**config.mk**
```make
export PLATFORM = sky130hd
export DESIGN_NAME = ffp_lane
export DESIGN_NICKNAME = d
export VERILOG_FILES = /design/src/ffp_pkg.sv /design/src/ffp_lane.sv
export SDC_FILE = /design/constraint.sdc
export NUM_CORES = 1
export LEC_CHECK = 0
export BUFFER_PORTS_ARGS = -buffer_cell sky130_fd_sc_hd__buf_4
export CORE_AREA = 2 2 224 138
export CTS_CLUSTER_DIAMETER = 150
export CTS_CLUSTER_SIZE = 8
export DETAILED_ROUTE_END_ITERATION = 12
export DIE_AREA = 0 0 226 140
export GPL_TIMING_DRIVEN = 0
export SYNTH_ARGS = -nofsm -noshare
export SYNTH_HDL_FRONTEND = slang
export SYNTH_SLANG_ARGS = --single-unit
export TNS_END_PERCENT = 1
```
**constraint.sdc**
```tcl
create_clock -name clk -period 8.5 [get_ports clk]
set_input_delay 1.275 -clock clk [delete_from_list [all_inputs] [get_ports clk]]
set_output_delay 1.275 -clock clk [all_outputs]
set_load 0.01 [all_outputs]
```
**src/ffp_pkg.sv**
```systemverilog
// ----------------------------------------------------------------------------
// ffp_pkg
// Shared widths, constants and types of the flag frequency predictor.
// ----------------------------------------------------------------------------
package ffp_pkg;

  localparam int unsigned FLAG_W        = 32;
  localparam int unsigned AVG_W         = 17;
  localparam int unsigned CFG_IDX_W     = 8;
  localparam int unsigned CFG_DATA_W    = 17;
  localparam int unsigned NUM_FLAGS_DEF = 32;

  localparam logic [AVG_W-1:0] ONE_Q16  = 17'd65536;
  localparam logic [AVG_W-1:0] HALF_Q16 = 17'd32768;

  localparam logic [CFG_DATA_W-1:0] WEIGHT_RST    = 17'd6554;
  localparam logic [CFG_DATA_W-1:0] THRESHOLD_RST = 17'd16384;

  localparam logic [CFG_IDX_W-1:0] REG_EMA_WEIGHT       = 8'd0;
  localparam logic [CFG_IDX_W-1:0] REG_DECIDE_THRESHOLD = 8'd1;

  typedef logic [AVG_W-1:0] avg_t;

  // settings seen by every lane
  typedef struct packed {
    avg_t w;
    avg_t omw;
    avg_t thr;
    avg_t slim;
  } lane_cfg_t;

  // per request control shared by every lane
  typedef struct packed {
    logic load;
    logic restart;
  } lane_ctrl_t;

  function automatic avg_t sat_one(input logic [CFG_DATA_W-1:0] v);
    return (v > ONE_Q16) ? ONE_Q16 : v;
  endfunction

endpackage

```
**src/ffp_lane.sv**
```systemverilog
// ----------------------------------------------------------------------------
// ffp_lane
// One flag position: moving average register, blend update and decisions.
// ----------------------------------------------------------------------------
module ffp_lane
  import ffp_pkg::*;
(
  input  logic       clk,
  input  logic       rst_n,
  input  lane_ctrl_t ctrl,
  input  lane_cfg_t  cfg,
  input  logic       flag_bit,
  output logic       strict_hit,
  output logic       loose_hit
);

  avg_t                 avg_r;
  avg_t                 avg_nxt;
  logic [2*AVG_W-1:0]   prod;
  logic [2*AVG_W-1:0]   rnd;
  avg_t                 scaled;
  logic [AVG_W:0]       blend;

  always_comb begin
    prod   = {{AVG_W{1'b0}}, avg_r} * {{AVG_W{1'b0}}, cfg.omw};
    rnd    = prod + {{AVG_W{1'b0}}, HALF_Q16};
    scaled = rnd[AVG_W+15:16];
    blend  = {1'b0, scaled} + (flag_bit ? {1'b0, cfg.w} : {(AVG_W+1){1'b0}});
    if (ctrl.restart) begin
      avg_nxt = flag_bit ? ONE_Q16 : '0;
    end else if (blend > {1'b0, ONE_Q16}) begin
      avg_nxt = ONE_Q16;
    end else begin
      avg_nxt = blend[AVG_W-1:0];
    end
  end

  always_ff @(posedge clk) begin
    if (!rst_n) begin
      avg_r <= HALF_Q16;
    end else if (ctrl.load) begin
      avg_r <= avg_nxt;
    end
  end

  assign strict_hit = avg_r > cfg.slim;
  assign loose_hit  = avg_r > cfg.thr;

endmodule

```
Word level (Yosys, flattened, before mapping)
Index checks and enable logic that the tools add are counted.
Widths: inputs -> output; s select.
{ "totals": {"reg_bits": 17, "output_inout_bits": 2, "wordCells": 11, "input_bits": 73} }
{ "classes": {"mux": 4, "n_addsub": 2, "mul": 1, "n_lt_le_gt_ge": 3} }
{ "ops": {"columns": ["cell", "count"], "rows": [
  ["$mux 17", 4],
  ["$gt 17x17->1", 2],
  ["$add 33x16->33 const B", 1],
  ["$mul 17x17->33", 1],
  ["$add 17x17->18", 1],
  ["$gt 18x17->1 const B", 1]
]} }

Depth between registers and ports, before layout
{ "depth": {"word_depth": 6, "ltp_mapped": 33, "mapped_depth_nobuf": 30} }

Worst setup path after synthesis
No wires, ideal clock.
{ "synth_path": {"path_kind": "input to register", "from": "input port cfg[43] (netlist bit)", "to": "register avg_r[0]", "t_required_ns": 8.383, "path_stages": 31, "setup_time_ns": 0.117, "t_arrival_ns": 8.487, "n_path_buf": 3, "slack_ns": -0.104, "path_cell_list": "clkbuf_1 clkbuf_1 nand2_1 fa_1 inv_1 fa_1 fa_1 fa_1 fa_1 inv_1 fa_1 inv_1 ha_1 a211oi_2 o21ai_1 a32o_1 a311o_1 a21oi_4 inv_2 a21oi_1 xnor2_1 ha_1 a21oi_1 o21ai_1 a211oi_2 a21oi_1 o21ai_1 mux2i_2 nor3_4 buf_6 a22o_1"} }
{ "synth_between": {"elab_chain_cells": 6} }
{ "synth_rtl": {"columns": ["item", "line_no", "text"], "rows": [
  ["from (decl)", "ffp_lane.sv:11", "input lane_cfg_t cfg,"],
  ["$mul 17x17->33 (*)", "ffp_lane.sv:25", "prod = {{AVG_W{1'b0}}, avg_r} * {{AVG_W{1'b0}}, cfg.omw};"],
  ["$add 33x16->33 (*)", "ffp_lane.sv:26", "rnd = prod + {{AVG_W{1'b0}}, HALF_Q16};"],
  ["$add 17x17->18 (*)", "ffp_lane.sv:28", "blend = {1'b0, scaled} + (flag_bit ? {1'b0, cfg.w} : {(AVG_W+1){1'b0}});"],
  ["$gt 18x17->1", "ffp_lane.sv:31", "end else if (blend > {1'b0, ONE_Q16}) begin"],
  ["$mux 17 (*)", "ffp_lane.sv:31", null],
  ["$mux 17 (*)", "ffp_lane.sv:29", "if (ctrl.restart) begin"],
  ["to (signal assigned)", "ffp_lane.sv:42", "avg_r <= avg_nxt;"],
  ["to (decl)", "ffp_lane.sv:17", "avg_t avg_r;"]
]} }
Every way passes the cells marked *; elsewhere a longest branch is shown, timed or not.
A chain may end at the register's enable or synchronous reset.

Worst setup path in the final report
{ "layout_path": {"from": "input port cfg[41] (netlist bit)", "to": "register avg_r[9]"} }
Same word-level chain as after synthesis.

==> metrics list <==
- Area growth from synthesis to layout: 13.6%
- Root Buffer: sky130_fd_sc_hd__clkbuf_16
* Critical Path AT: 8.73 ns
- DR vias: approximately 9k
- Final HPWL DP: approximately 28000 um
- Synthesis inferred 17 register bits.
- Clock latency on the worst-skew pair, taken at its later pin, is about 0.25 ns.
- STA classifies the critical path endpoint as a flop.
- The congestion estimate from routability-driven global placement came to approximately 0.9.
- In this run the core area contains 49 standard-cell rows.
* Global-route usage over all layers: 22.3%
- By count the netlist is led by sky130_fd_sc_hd__inv_1, sky130_fd_sc_hd__fa_1, sky130_fd_sc_hd__and2_1.
* Post-synth top flop: sky130_fd_sc_hd__dfxtp_1
- Hold repair after CTS inserted 0 buffers.
- Synthesized Nets: roughly 1.8k
- The checks that failed: negative setup slack.
- 75 I/O pins were placed.
- Setup repair after global routing missed its margin: yes
- Of all flip-flops after synthesis, the portion carrying an async set or reset was 0%.
- For this run, the detailed router's first-pass iteration total came to 6.
- Sequential Area: roughly 340 um^2
- Clock-pin slew was measured on the worst setup and hold paths at around 0.05 ns.
- The biggest area contributor in the post-synthesis netlist is sky130_fd_sc_hd__fa_1.
- Startpoint types: input pin
- The number of clock buffers added by TritonCTS is 3.
- In this run, the number of DRC markers left after iteration 0 of detailed routing was 615.
- Worst-path fanout max: 10
* Routed wirelength normalized by instance count: roughly 18 um
- Placeable core region: about 30000 um^2
- Max clock buf depth: 2
* Synthesized netlist cell count: ~1.4k
- The via count of the first global-routing pass was 9660.
* Crit path buffers/inverters: 8
* Placed inst area: about 13000 um^2
- Once the floorplan was initialized, standard cells occupied around two fifths of the core.
- In this run, synthesis inferred 0 flip-flops with an integrated enable.
- Most numerous cell on the critical path: sky130_fd_sc_hd__fa_1
- The post-route netlist has 11.7% of its cells at a drive strength greater than 1.
- Headroom to the max-slew limit came out at 47.8%.
- Entering global routing, the biggest net connects 12 pins.
- CTS built an H-tree with a depth of 1.
- Setup violations remaining at the end of the flow were counted as 14.
- For the final database, setup skew stands at approximately 0.0034 ns.
- The first global-routing pass estimated roughly 54000 um of wire.
- Main area contributors after synthesis: sky130_fd_sc_hd__fa_1, sky130_fd_sc_hd__ha_1, sky130_fd_sc_hd__inv_1
- The final number of max-transition violations came to 0.
- Floorplan die width: approximately 230 um
* Height of the die: between 100 and 150 um
- Top cell family by delay on the critical path: adder cells
* Residual overflow from global routing: 0
- In the final layout, the registers with the most flip-flops are avg_r (17).
* Netlist Area Pre-Place: between 10000 and 15000 um^2
- The count of nets left with antenna violations once routing finished came out at 0.
- Of the available clock period, the critical path in the final layout requires 101%.
* Run status: complete, but fails checks
* Most frequent cell after synthesis: sky130_fd_sc_hd__inv_1
* Antenna fix cells: 0
* Peak clock frequency supported by timing: roughly 0.12 GHz
- Flip-flop count of the largest register after layout: 17
- Crit-path max cell delay: 0.61 ns
- At the end of the flow, the number of nets in the layout was ~1.9k.
- Actual transition at the worst max-transition pin: approximately 0.78 ns
- TritonCTS built the clock tree.
- The multi-input combinational cells in the finished layout cover a total of around 10000 um^2.
- Vias per std cell: between 4 and 5
- On the critical path, the stage with the largest delay is an instance of sky130_fd_sc_hd__fa_2.
* Post-layout worst setup margin: -0.0899 ns
- Data on the critical path is required at its endpoint by 8.64 ns.
- Counting flops per register, the top entry is avg_r.
- Mean cell area of the mapped netlist: between 8 and 9 um^2
- Worst hold path type: reg -> reg
- Total length of routed wires: 33600 um
- TNS Setup: -0.915 ns
* Total number of clock tree sinks: 17
* Max-capacitance violation count: 0
- The final number of hold-violating endpoints is 0.
* Count of input and output buffers: between 70 and 80
- Sequential elements use under 10% of the synthesized area.
- Critical setup path kind: in -> reg
- For the finished layout, the period the worst path requires is 8.59 ns.
- Fill cell count: ~3k
* Area share of the leading cell type in the synthesized netlist: 38.5%
* DRC violation count after routing: 0
- The netlist uses about 60 different library cells.
* Antenna violations before repair: 0
* Non-Filler Cell Area, Final: around 13000 um^2
- The Yosys step of the flow raised 0 warnings.
- Die ar.: about 32000 um^2
## repair_timing
| action | in CTS | in global routing |
|---|---|---|
| pin swaps | 32 | 13 |
| resized for setup | 68 | 20 |
| endpoints found under the setup margin | 17 | 17 |
| buffers inserted | 13 | 5 |
## cell families after synthesis
group           Yosys count  share of synthesized area (%)
compound gates          137                           8.36
xor+xnor                 30                           2.25
fa+ha+maj               387                           56.0
buf+inv                 404                           13.1
flops                    17                           2.92
mux                       2                          0.204
simple gates            388                           17.2
## through the flow
| step | cells | hold WS (ns) | setup slack, ns | util (%) |
|---|---|---|---|---|
| floorplan | 1365 | 0.539 | 0.00167 | - |
| global placement | 1845 | 0.784 | -1.32 | 43.1 |
| detailed placement | 1845 | 0.786 | -1.37 | 43.1 |
| CTS | 1862 | 0.792 | -0.0121 | 44.6 |
| global route | 1867 | 0.740 | -0.355 | 44.9 |
| finish | 1867 | 0.727 | -0.0899 | 44.9 |
## area by class of cell
cell class	instances	area share, %
timing repair buffer	90	5.10
multi-input combinational	944	75.5
clock inverter	1	0.0567
sequential	17	2.58
tap	408	3.86
buffer	40	2.06
inverter	364	10.3
clock buffer	3	0.567
## worst paths after layout
check	depth (start not counted)	slack (ns)	startpoint	endpoint
min	1	0.73	avg_r[11]	avg_r[11]
max reg2reg	28	-0.07	avg_r[6]	avg_r[9]
min reg2reg	1	0.73	avg_r[11]	avg_r[11]
max	30	-0.09	cfg[41]	avg_r[9]
## per-layer routing
layer | share of wire (%) | GRT usage [%] | up-vias
met2 | 39 | 30.9 | 338
li1 | - | - | 4307
met5 | 0 | 0 | -
met4 | 0.81 | 1.88 | 0
met3 | 9.6 | 5.75 | 18
met1 | 51 | 35.4 | 4534
## cells in the final DEF (no fill, tap or decap), drive strengths merged, types with 12 or more instances in the layout
| cell type | n |
|---|---|
| a21oi | 37 |
| o21ai | 28 |
| fa | 224 |
| a22o | 12 |
| xnor2 | 22 |
| a21o | 15 |
| nor2 | 25 |
| dfxtp | 17 |
| nand2 | 147 |
| buf | 91 |
| ha | 163 |
| inv | 364 |
| and2 | 172 |
| clkbuf | 42 |
Power is not shown: default switching activity piles up to over one toggle a cycle in this logic, so the estimate is an artifact.
